### src/hw/rtl/lirs_pkg.sv
// ----------------------------------------------------------------------------
// lirs_pkg
// shared types and constants of the linear interpolation resampler
// ----------------------------------------------------------------------------
package lirs_pkg;

    // sample and phase formats
    localparam int SAMPLE_BITS     = 24;
    localparam int PHASE_FRAC_BITS = 24;
    localparam int PHASE_BITS      = 28;
    localparam int RATIO_BITS      = 28;
    localparam int CFG_DATA_BITS   = 28;
    localparam int PRIME_BITS      = 2;

    // bound on device frames produced by one source frame
    localparam int MAX_OUTPUTS = 64;
    localparam int COUNT_BITS  = $clog2(MAX_OUTPUTS);

    localparam logic [PHASE_BITS-1:0] PHASE_ONE = PHASE_BITS'(64'd1 << PHASE_FRAC_BITS);
    localparam logic [RATIO_BITS-1:0] RATIO_MIN =
        RATIO_BITS'(((64'd1 << PHASE_FRAC_BITS) + 64'(MAX_OUTPUTS) - 64'd1) / 64'(MAX_OUTPUTS));
    localparam logic [RATIO_BITS-1:0] RATIO_MAX = RATIO_BITS'((64'd1 << PHASE_FRAC_BITS) * 64'd8);
    localparam logic [RATIO_BITS-1:0] RATIO_RESET = RATIO_BITS'(64'd1 << PHASE_FRAC_BITS);

    localparam logic [COUNT_BITS-1:0] COUNT_LAST = COUNT_BITS'(MAX_OUTPUTS - 1);

    // priming levels
    localparam logic [PRIME_BITS-1:0] PRIME_NONE = 2'd0;
    localparam logic [PRIME_BITS-1:0] PRIME_PREV = 2'd1;
    localparam logic [PRIME_BITS-1:0] PRIME_BOTH = 2'd2;

    // configuration register indexes
    localparam logic CFG_RATE_RATIO = 1'b0;
    localparam logic CFG_BYPASS     = 1'b1;

    typedef enum logic {
        OP_FRAME   = 1'b0,
        OP_RESTART = 1'b1
    } t_op;

    typedef enum logic [2:0] {
        ST_IDLE,
        ST_MUL_L,
        ST_MUL_R,
        ST_ADD_R,
        ST_EMIT
    } t_state;

endpackage

### src/hw/rtl/linear_interp_resampler.sv
// ----------------------------------------------------------------------------
// linear_interp_resampler
// stereo linear interpolation sample rate converter with one shared multiplier
// ----------------------------------------------------------------------------
// A source frame is taken only while the block is idle. Restart items, frames
// that only prime the history and frames that land past the next pull leave
// the block idle. In bypass the frame comes back in the cycle after the
// transfer. In interpolating mode every device frame is built in order as left
// product, right product with left sum, and right sum, both products on the
// single shared multiplier, then goes out through its output transfer; an item
// producing n device frames holds the block until they are all out, with n at
// most 64. Each output is prev + floor(phase * (next - prev)) per channel,
// phase advancing by the saturated ratio after each output until it reaches
// one or hits the output bound. A final frame drains the block until a restart.
// ----------------------------------------------------------------------------
module linear_interp_resampler (
    input  logic                                  i_clk,
    input  logic                                  i_rst_n,
    // source channel
    input  logic                                  i_valid,
    output logic                                  o_stall,
    input  logic                                  i_operation,
    input  logic signed [lirs_pkg::SAMPLE_BITS-1:0] i_in_left,
    input  logic signed [lirs_pkg::SAMPLE_BITS-1:0] i_in_right,
    input  logic                                  i_final_frame,
    // device channel
    output logic                                  o_valid,
    input  logic                                  i_stall,
    output logic signed [lirs_pkg::SAMPLE_BITS-1:0] o_out_left,
    output logic signed [lirs_pkg::SAMPLE_BITS-1:0] o_out_right,
    output logic                                  o_last,
    // configuration writes
    input  logic                                  i_cfg_we,
    input  logic                                  i_cfg_index,
    input  logic [lirs_pkg::CFG_DATA_BITS-1:0]    i_cfg_data
);

    localparam int SB = lirs_pkg::SAMPLE_BITS;
    localparam int FB = lirs_pkg::PHASE_FRAC_BITS;
    localparam int PB = lirs_pkg::PHASE_BITS;

    // configuration
    logic [lirs_pkg::RATIO_BITS-1:0] r_ratio;
    logic                            r_bypass;

    // sequencer and history
    lirs_pkg::t_state r_state, n_state;
    logic signed [SB-1:0] r_prev_l, n_prev_l, r_prev_r, n_prev_r;
    logic signed [SB-1:0] r_next_l, n_next_l, r_next_r, n_next_r;
    logic [PB-1:0] r_phase, n_phase;
    logic [lirs_pkg::PRIME_BITS-1:0] r_prime, n_prime;
    logic r_drained, n_drained;
    logic [lirs_pkg::COUNT_BITS-1:0] r_count, n_count;
    logic r_pass, n_pass;

    // shared multiplier result, already shifted down by the phase fraction
    logic [SB-1:0] r_prod, n_prod;

    // output register
    logic signed [SB-1:0] r_out_l, n_out_l, r_out_r, n_out_r;
    logic r_last, n_last;

    logic signed [SB:0]      diff_l, diff_r, mul_d;
    logic signed [2*SB+1:0]  mul_p;
    logic [PB-1:0]           ratio_used;
    logic [PB-1:0]           phase_sum;
    logic [PB-1:0]           phase_wrap;
    logic                    phase_ge_one;
    logic                    sum_ge_one;

    // ratio saturated to the supported range
    always_comb begin
        if (r_ratio < lirs_pkg::RATIO_MIN) begin
            ratio_used = lirs_pkg::RATIO_MIN;
        end else if (r_ratio > lirs_pkg::RATIO_MAX) begin
            ratio_used = lirs_pkg::RATIO_MAX;
        end else begin
            ratio_used = r_ratio;
        end
    end

    assign phase_sum    = r_phase + ratio_used;
    assign phase_ge_one = (r_phase >= lirs_pkg::PHASE_ONE);
    assign sum_ge_one   = (phase_sum >= lirs_pkg::PHASE_ONE);
    // phase after a pull: drop one whole frame, or restart at zero
    assign phase_wrap   = phase_ge_one ? (r_phase - lirs_pkg::PHASE_ONE) : '0;

    assign diff_l = {r_next_l[SB-1], r_next_l} - {r_prev_l[SB-1], r_prev_l};
    assign diff_r = {r_next_r[SB-1], r_next_r} - {r_prev_r[SB-1], r_prev_r};

    // the one multiplier: phase fraction times left or right difference
    assign mul_d = (r_state == lirs_pkg::ST_MUL_R) ? diff_r : diff_l;
    assign mul_p = (2*SB+2)'($signed({1'b0, r_phase[FB-1:0]})) * (2*SB+2)'(mul_d);

    always_comb begin
        n_state   = r_state;
        n_prev_l  = r_prev_l;
        n_prev_r  = r_prev_r;
        n_next_l  = r_next_l;
        n_next_r  = r_next_r;
        n_phase   = r_phase;
        n_prime   = r_prime;
        n_drained = r_drained;
        n_count   = r_count;
        n_pass    = r_pass;
        n_prod    = r_prod;
        n_out_l   = r_out_l;
        n_out_r   = r_out_r;
        n_last    = r_last;

        unique case (r_state)
            lirs_pkg::ST_IDLE: begin
                if (i_valid) begin
                    if (i_operation == lirs_pkg::OP_RESTART) begin
                        // clear priming, phase and drained; samples stay
                        n_prime   = lirs_pkg::PRIME_NONE;
                        n_phase   = '0;
                        n_drained = 1'b0;
                    end else if (!r_drained) begin
                        // a final frame drains the block once its outputs are out
                        if (i_final_frame) begin
                            n_drained = 1'b1;
                        end
                        if (r_bypass) begin
                            n_out_l = i_in_left;
                            n_out_r = i_in_right;
                            n_last  = 1'b1;
                            n_pass  = 1'b1;
                            n_state = lirs_pkg::ST_EMIT;
                        end else if (r_prime == lirs_pkg::PRIME_NONE) begin
                            n_prev_l = i_in_left;
                            n_prev_r = i_in_right;
                            n_phase  = '0;
                            if (!i_final_frame) begin
                                n_prime = lirs_pkg::PRIME_PREV;
                            end else begin
                                // lone final frame interpolates against itself
                                n_next_l = i_in_left;
                                n_next_r = i_in_right;
                                n_prime  = lirs_pkg::PRIME_BOTH;
                                n_count  = '0;
                                n_pass   = 1'b0;
                                n_state  = lirs_pkg::ST_MUL_L;
                            end
                        end else if (r_prime == lirs_pkg::PRIME_PREV) begin
                            n_next_l = i_in_left;
                            n_next_r = i_in_right;
                            n_phase  = '0;
                            n_prime  = lirs_pkg::PRIME_BOTH;
                            n_count  = '0;
                            n_pass   = 1'b0;
                            n_state  = lirs_pkg::ST_MUL_L;
                        end else begin
                            // running: shift history and pull one source frame
                            n_prev_l = r_next_l;
                            n_prev_r = r_next_r;
                            n_next_l = i_in_left;
                            n_next_r = i_in_right;
                            n_phase  = phase_wrap;
                            if (phase_wrap < lirs_pkg::PHASE_ONE) begin
                                n_count = '0;
                                n_pass  = 1'b0;
                                n_state = lirs_pkg::ST_MUL_L;
                            end
                        end
                    end
                end
            end
            lirs_pkg::ST_MUL_L: begin
                n_prod  = mul_p[SB+FB-1:FB];
                n_state = lirs_pkg::ST_MUL_R;
            end
            lirs_pkg::ST_MUL_R: begin
                n_out_l = r_prev_l + $signed(r_prod);
                n_prod  = mul_p[SB+FB-1:FB];
                n_state = lirs_pkg::ST_ADD_R;
            end
            lirs_pkg::ST_ADD_R: begin
                n_out_r = r_prev_r + $signed(r_prod);
                // last when the phase reaches a pull or the output bound is hit
                n_last  = sum_ge_one || (r_count == lirs_pkg::COUNT_LAST);
                n_state = lirs_pkg::ST_EMIT;
            end
            lirs_pkg::ST_EMIT: begin
                if (!i_stall) begin
                    if (r_pass) begin
                        n_state = lirs_pkg::ST_IDLE;
                    end else begin
                        n_phase = phase_sum;
                        if (r_last) begin
                            n_state = lirs_pkg::ST_IDLE;
                        end else begin
                            n_count = r_count + lirs_pkg::COUNT_BITS'(1);
                            n_state = lirs_pkg::ST_MUL_L;
                        end
                    end
                end
            end
            default: begin
                n_state = lirs_pkg::ST_IDLE;
            end
        endcase
    end

    // configuration registers
    always_ff @(posedge i_clk) begin
        if (!i_rst_n) begin
            r_ratio  <= lirs_pkg::RATIO_RESET;
            r_bypass <= 1'b1;
        end else if (i_cfg_we) begin
            unique case (i_cfg_index)
                lirs_pkg::CFG_RATE_RATIO: r_ratio  <= i_cfg_data;
                lirs_pkg::CFG_BYPASS:     r_bypass <= i_cfg_data[0];
                default: ;
            endcase
        end
    end

    // sequencer state and history
    always_ff @(posedge i_clk) begin
        if (!i_rst_n) begin
            r_state   <= lirs_pkg::ST_IDLE;
            r_prev_l  <= '0;
            r_prev_r  <= '0;
            r_next_l  <= '0;
            r_next_r  <= '0;
            r_phase   <= '0;
            r_prime   <= lirs_pkg::PRIME_NONE;
            r_drained <= 1'b0;
            r_count   <= '0;
            r_pass    <= 1'b0;
        end else begin
            r_state   <= n_state;
            r_prev_l  <= n_prev_l;
            r_prev_r  <= n_prev_r;
            r_next_l  <= n_next_l;
            r_next_r  <= n_next_r;
            r_phase   <= n_phase;
            r_prime   <= n_prime;
            r_drained <= n_drained;
            r_count   <= n_count;
            r_pass    <= n_pass;
        end
    end

    // datapath registers, no reset needed
    always_ff @(posedge i_clk) begin
        r_prod  <= n_prod;
        r_out_l <= n_out_l;
        r_out_r <= n_out_r;
        r_last  <= n_last;
    end

    assign o_stall     = (r_state != lirs_pkg::ST_IDLE);
    assign o_valid     = (r_state == lirs_pkg::ST_EMIT);
    assign o_out_left  = r_out_l;
    assign o_out_right = r_out_r;
    assign o_last      = r_last;

    // a pending output always holds off the source side
    a_emit_blocks_input: assert property (@(posedge i_clk) disable iff (!i_rst_n)
        o_valid |-> o_stall)
        else $error("output pending while input not stalled");

    // interpolated outputs only use a phase below one
    a_phase_in_range: assert property (@(posedge i_clk) disable iff (!i_rst_n)
        (r_state == lirs_pkg::ST_MUL_L) |-> (r_phase < lirs_pkg::PHASE_ONE))
        else $error("interpolating with phase at or above one");

    // the output bound always closes the run
    a_bound_closes_run: assert property (@(posedge i_clk) disable iff (!i_rst_n)
        (o_valid && !r_pass && r_count == lirs_pkg::COUNT_LAST) |-> r_last)
        else $error("run exceeded the per-frame output bound");

    // a final source frame leaves the block drained
    a_final_drains: assert property (@(posedge i_clk) disable iff (!i_rst_n)
        (i_valid && !o_stall && i_operation == lirs_pkg::OP_FRAME && i_final_frame)
        |=> r_drained)
        else $error("final frame did not drain the block");

endmodule
### config.mk
export PLATFORM = sky130hd
export DESIGN_NAME = linear_interp_resampler
export DESIGN_NICKNAME = d
export VERILOG_FILES = /design/src/hw/rtl/lirs_pkg.sv /design/src/hw/rtl/linear_interp_resampler.sv
export SDC_FILE = /design/constraint.sdc
export NUM_CORES = 2
export LEC_CHECK = 0
export BUFFER_PORTS_ARGS = -buffer_cell sky130_fd_sc_hd__buf_2
export CORE_MARGIN = 3
export CORE_UTILIZATION = 40
export DETAILED_ROUTE_END_ITERATION = 8
export MAX_ROUTING_LAYER = met4
export PLACE_DENSITY_LB_ADDON = 0.05
export SETUP_SLACK_MARGIN = 0.02
export SYNTH_ARGS = -nofsm -noshare
export SYNTH_HDL_FRONTEND = slang
export SYNTH_SLANG_ARGS = --single-unit
### constraint.sdc
create_clock -name i_clk -period 12.32 [get_ports i_clk]
set_input_delay 0.616 -clock i_clk [delete_from_list [all_inputs] [get_ports i_clk]]
set_output_delay 0.616 -clock i_clk [all_outputs]
set_load 0.01 [all_outputs]
### Word-level counts from Yosys, hierarchy flattened

Cells that the tools add are included.

* bits in registers: 239
* bits in latches: 0
* bits in writable memories: 0
* bits in read-only memories: 0
* output and inout bits: 51
* logic and storage cells: 154
* memories kept: 0

* add/subtract/negate cells: 7
* multiply operators: 1
* divide/modulo/power cells: 0
* order comparisons: 5
* eq/ne operators: 25
* shift-type cells: 0
* multiplexer cells: 74
* bitwise gates (word level): 4
* reductions and logical operators: 22

Operator list (count)
* 24-bit 2-to-1 mux: 16
* 28-bit 2-to-1 mux: 11
* 24-bit case mux with 2 select lines: 2
* 6-bit 2-to-1 mux: 11
* 28-bit by 25-bit >= comparator with 1-bit output, second input constant: 2
* 28-bit case mux with 2 select lines: 1
* 24-bit by 24-bit subtractor with 25-bit output: 2
* 24-bit adder: 2
* 25-bit by 25-bit multiplier with 48-bit output: 1
* 6-bit AND reduction: 5
* 28-bit adder: 1
* 28-bit > comparator, second input constant: 1
* 28-bit by 19-bit less-than comparator with 1-bit output, second input constant: 1
* 28-bit by 25-bit less-than comparator with 1-bit output, second input constant: 1
* 28-bit by 25-bit subtractor with 28-bit output, second input constant: 1
* 3-bit 2-to-1 mux: 9
* 25-bit 2-to-1 mux: 1
* 2-bit inequality test, second input constant: 12
* 3-bit case mux with 5 select lines: 1
* 5-bit AND reduction: 3
* 1-bit 2-to-1 mux: 14
* 2-bit 2-to-1 mux: 6
* 3-bit inequality test, second input constant: 4
* 6-bit case mux with 2 select lines: 1
* other kinds (19): 29

### Depth between registers and ports, before layout

* depth in word-level cells: 11
* gate-level depth with buffers: 39
* depth with buffers taken out: 38

### Least setup slack after synthesis

No wires, ideal clock.

* path kind: reg2reg
* start: register r_next_r[0]
* end: register r_prod[23] (data pin)
* arrival time: 8567 ps
* data required time: 12062 ps
* setup slack: 3495 ps
* cell stages (with the launch flop): 36
* period minus slack after synthesis: 8825 ps
* cell sequence: dfxtp_1 > inv_1 > ha_1 > fa_1 > nand2b_1 > a21oi_1 > o221a_2 > a211oi_2 > o21ai_0 > a21o_1 > a21oi_1 > xor2_1 > o21ai_1 > clkbuf_1 > nand2_1 > fa_1 > fa_1 > fa_1 > fa_1 > fa_1 > inv_1 > fa_1 > inv_1 > fa_1 > inv_1 > ha_1 > a21o_1 > a21o_1 > a21o_1 > a21o_1 > a21o_1 > a31o_1 > o21a_1 > a311o_1 > xnor2_1 > xnor2_1

* cells in the longest elaborated chain, start to end: 3

Ends and longest elaborated chain
* from (decl): line linear_interp_resampler.sv:49 `logic signed [SB-1:0] r_next_l, n_next_l, r_next_r, n_next_r;`
* from (signal assigned): line linear_interp_resampler.sv:237 `r_next_r <= n_next_r;`
* 24-bit by 24-bit subtractor with 25-bit output: line linear_interp_resampler.sv:89 `assign diff_r = {r_next_r[SB-1], r_next_r} - {r_prev_r[SB-1], r_prev_r};`
* 25-bit 2-to-1 mux: line linear_interp_resampler.sv:92 `assign mul_d = (r_state == lirs_pkg::ST_MUL_R) ? diff_r : diff_l;`
* 25-bit by 25-bit multiplier with 48-bit output: line linear_interp_resampler.sv:93 `assign mul_p = (2*SB+2)'($signed({1'b0, r_phase[FB-1:0]})) * (2*SB+2)'(mul_d);`
* via mul_p[47]: line linear_interp_resampler.sv:64 `logic signed [2*SB+1:0] mul_p;`
* to (signal assigned): line linear_interp_resampler.sv:248 `r_prod <= n_prod;`
* to (decl): line linear_interp_resampler.sv:57 `logic [SB-1:0] r_prod, n_prod;`

The timed path passes the listed nets, and every way through them passes these cells.
A chain may end at the register's enable or synchronous reset.

### Worst setup path after layout

* start: register r_prev_l[1]
* end: register r_prod[23] (data pin)

* cells in the longest elaborated chain, start to end: 3

Ends and longest elaborated chain
* from (decl): line linear_interp_resampler.sv:48 `logic signed [SB-1:0] r_prev_l, n_prev_l, r_prev_r, n_prev_r;`
* from (signal assigned): line linear_interp_resampler.sv:234 `r_prev_l <= n_prev_l;`
* 24-bit by 24-bit subtractor with 25-bit output: line linear_interp_resampler.sv:88 `assign diff_l = {r_next_l[SB-1], r_next_l} - {r_prev_l[SB-1], r_prev_l};`
* 25-bit 2-to-1 mux: line linear_interp_resampler.sv:92
* 25-bit by 25-bit multiplier with 48-bit output: line linear_interp_resampler.sv:93
* via mul_p[47]: line linear_interp_resampler.sv:64

The timed path passes the listed nets, and every way through them passes these cells.

==> run summary <==
## Clocking
- **setup fix buffers added after clock tree synthesis** 0
- **clock root cell** clkbuf_16
- **CTS clock-pin slew for the worst setup and hold paths** 60 ps
- **total number of H-tree levels** 1
- **number of buffers created by CTS** 30
- **number of sinks handled by clock tree synthesis** 239
- **hold-fix buffers at CTS** 0
- **worst-case clock buffer depth** 3
- **clock tree from TritonCTS** yes
- **source-to-sink clock delay at the later pin of the worst-skew pair** 610 ps
- **CTS-repair resized insts** 0

## Worst hold path
- **worst min path class** in2reg

## Drt
- **antenna viol nets, final** 0
- **DRC viols** 0
- **DR vias/cell** 5.20
- **count of TritonRoute iterations in the first routing pass** 5
- **post-detailed-routing wire length** 109000 um
- **routed length per placed instance** 20.9 um
- **number of design-rule violations left by the first detailed-router iteration** 1569
- **via total after detailed routing** 27103

## Global routing
- **maximum number of pins on one net before global-route repair** 85
- **wire length of the first global-routing pass** 170000 um
- **antenna violations before repair** 1
- **global-route congestion overflow total** 0
- **gr usage total** 25.2%
- **vias in the first global route** 28103

## Floorplanning
- **effective utilization at floorplan** 40.5%
- **die extent in x** 300 um
- **die extent in y** 300 um
- **overall die area** 0.0902 mm^2
- **site row count** 107
- **count of boundary I/O pins** 135
- **floorplan core area** 0.0855 mm^2

## Layout
- **area used by multi-input combinational logic** 0.0261 mm^2
- **post-synthesis to final-layout area growth** 8.64%
- **Filler cells** 8666
- **share of the core filled with cells** 44.0%
- **net count reported at finish** 4951
- **fraction of layout cells with a size suffix above 1** 7.38%
- **sequential cell area in the final layout** 0.00552 mm^2
- **final non-filler cell area** 0.0377 mm^2

## Worst setup path
- **Crit path top cell by count** fa_1
- **max incr delay on CP** 690 ps
- **category of the critical setup timing path** reg2reg
- **critical path endpoint category** flip-flop
- **signal arrival time at the worst endpoint** 10740 ps
- **standard cell with the maximum stage delay on the critical path** o41ai_1
- **element type at the critical path start** flip-flop
- **Critical Path RT** 12670 ps
- **worst-path fanout max** 13

## Yosys
- **post-synthesis area per instance** 8.64 um^2
- **most common library cells after synthesis** nand2_1 (671), inv_1 (647), fa_1 (507)
- **Post-Syn Instances** 4013
- **most numerous cell in the Yosys netlist** nand2_1
- **fraction of registers with async set or reset after synthesis** 0%
- **main area contributors after synthesis** fa_1 (29%), ha_1 (12%), dfxtp_1 (9.6%)
- **share of the synthesized area in the top cell type** 29.3%
- **number of flops mapped to enable cells by yosys** 73
- **synth unique cells** 77
- **Net Count, Synth** 4923
- **part of the Yosys area used for sequential elements** 15.9%
- **total standard cell area after synthesis** 0.0347 mm^2
- **cell taking the most area after synthesis** fa_1
- **Primary FF master, synth** dfxtp_1
- **register bit count reported by yosys** 239
- **count of yosys warnings during synthesis** 0

## Timing
- **RSZ-0062 raised after global routing** false
- **Setup TNS Final** 0 ps
- **Pins Over Slew Limit** 0
- **Clock Skews** 19.8 ps
- **time the worst path needs with I/O delays and setup** 10390 ps
- **final-report hold violation count** 0
- **Fmax achieved** 96.3 MHz
- **Slew @ Worst Pin** 1080 ps
- **fin crit share** 84.3%
- **Max-slew headroom** 27.6%
- **number of endpoints failing setup at the final stage** 0

## Pwr
- **largest vdd supply drop** 0.000100 V
- **Leakage Power** 18.7 nW
- **power density normalized to cell area** 80.9 mW/mm^2

## Run
- **Max-Cap Viols** 0

## Place
- **standard cell area after detailed placement** 0.0367 mm^2
- **half-perimeter wire length after placement** 83300 um
- **quantity of I/O buffers inserted on ports** 134
- **routability congestion estimate from global placement** 0.892

## Outcome
- **outcome** finished, final reports clean

[through the flow]
stage	power (W)	instances	hold slack, ps	setup slack, ps
CTS	0.00308	5209	215	1990
global route	0.00324	5209	228	1470
floorplan	0.00168	4013	443	3490
detailed placement	0.00215	5153	465	2040
finish	0.00305	5212	239	1930
global placement	0.00215	5153	462	2060
[flip-flops by register name, indices dropped and copies added, names as in the netlist]
signal	flops
r_state	3
r_ratio	28
r_pass	1
r_next_l	24
r_count	6
r_next_r	24
r_prev_r	24
r_prod	24
o_out_right	24
r_drained	1
r_bypass	1
o_last	1
o_out_left	24
r_prev_l	24
r_phase	28
r_prime	2
[critical path, delay by kind of cell (launching register included)]
family          cells  cell delay [ps]
fa+ha+maj           9             4080
compound gates     13             4320
flops               1              400
buf+inv             5              550
simple gates        3              280
xor+xnor            3              470
[kinds of logic (layout without fill, tap and decap cells)]
group | after synthesis | in the layout | share of synthesized area, %
AOI/OAI and AO/OA | 671 | 671 | 13.1
and+or+nand+nor | 1283 | 1283 | 17.4
xor gates and xnor gates | 127 | 127 | 3.21
muxes | 9 | 9 | 0.267
other | 0 | 3 | 0
adders and majority gates | 826 | 826 | 40.8
DFF | 239 | 239 | 15.9
buffers and inverters | 858 | 910 | 9.34
[path summary, 6_finish.rpt]
| check | slack (ps) | startpoint | cells after the start | end |
|---|---|---|---|---|
| min reg2reg | 470 | r_next_r[0] | 2 | r_next_r[0] |
| max reg2reg | 1930 | r_prev_l[1] | 33 | r_prod[23] |
| max | 1930 | r_prev_l[1] | 33 | r_prod[23] |
| min | 240 | i_cfg_data[24] | 3 | r_ratio[24] |
[power by group]
| group | internal, W | switching (W) | leakage (nW) |
|---|---|---|---|
| sequential | 0.000859 | 0.0000274 | 2.01 |
| combinational | 0.000419 | 0.000831 | 16.2 |
| clock | 0.000528 | 0.000379 | 0.482 |
| total | 0.00181 | 0.00124 | 18.7 |
[routing by layer]
layer	up-vias	routed length (um)	global-route usage (%)
met4	0	2150	4.17
met2	603	51900	41.6
met5	-	0	-
li1	12842	-	-
met3	90	4640	2.64
met1	13568	50400	34.2
[cell type report]
class                      instances  share of cell area, %
multi-input combinational       2916                   69.2
sequential                       239                   14.7
inverter                         647                   6.45
tap                             1144                   3.80
timing repair buffer             207                   3.24
clock buffer                      42                   2.19
clock inverter                    14                  0.425
antenna                            3                 0.0199
[cell usage in the layout (no fill, tap or decap), types with 6 or more instances in the layout]
cell	Yosys	layout
a22oi_1	15	15
nand2_1	671	670
or3_1	12	12
buf_4	0	74
o21bai_1	10	10
xnor2_1	67	66
nor2_1	86	84
a211oi_1	22	22
nor4_1	15	15
inv_1	647	647
fa_1	507	507
a31oi_1	13	13
o21ai_2	1	9
a21o_1	50	50
nor2b_1	71	70
edfxtp_1	73	73
o21a_1	34	34
a21boi_0	84	83
o31ai_1	7	6
nand4_1	7	7
buf_2	12	133
o21ai_1	20	12
xor2_1	60	60
and2_1	217	216
clkbuf_1	183	9
a21oi_1	119	114
clkinv_2	0	6
and3_1	16	16
nand3_1	79	79
o21ai_0	155	153
dfxtp_1	166	165
o211a_1	65	65
clkbuf_16	0	30
nand2b_1	45	45
nor3_1	40	39
ha_1	319	319
o211ai_1	23	23
Power figures use the tool's default switching activity.
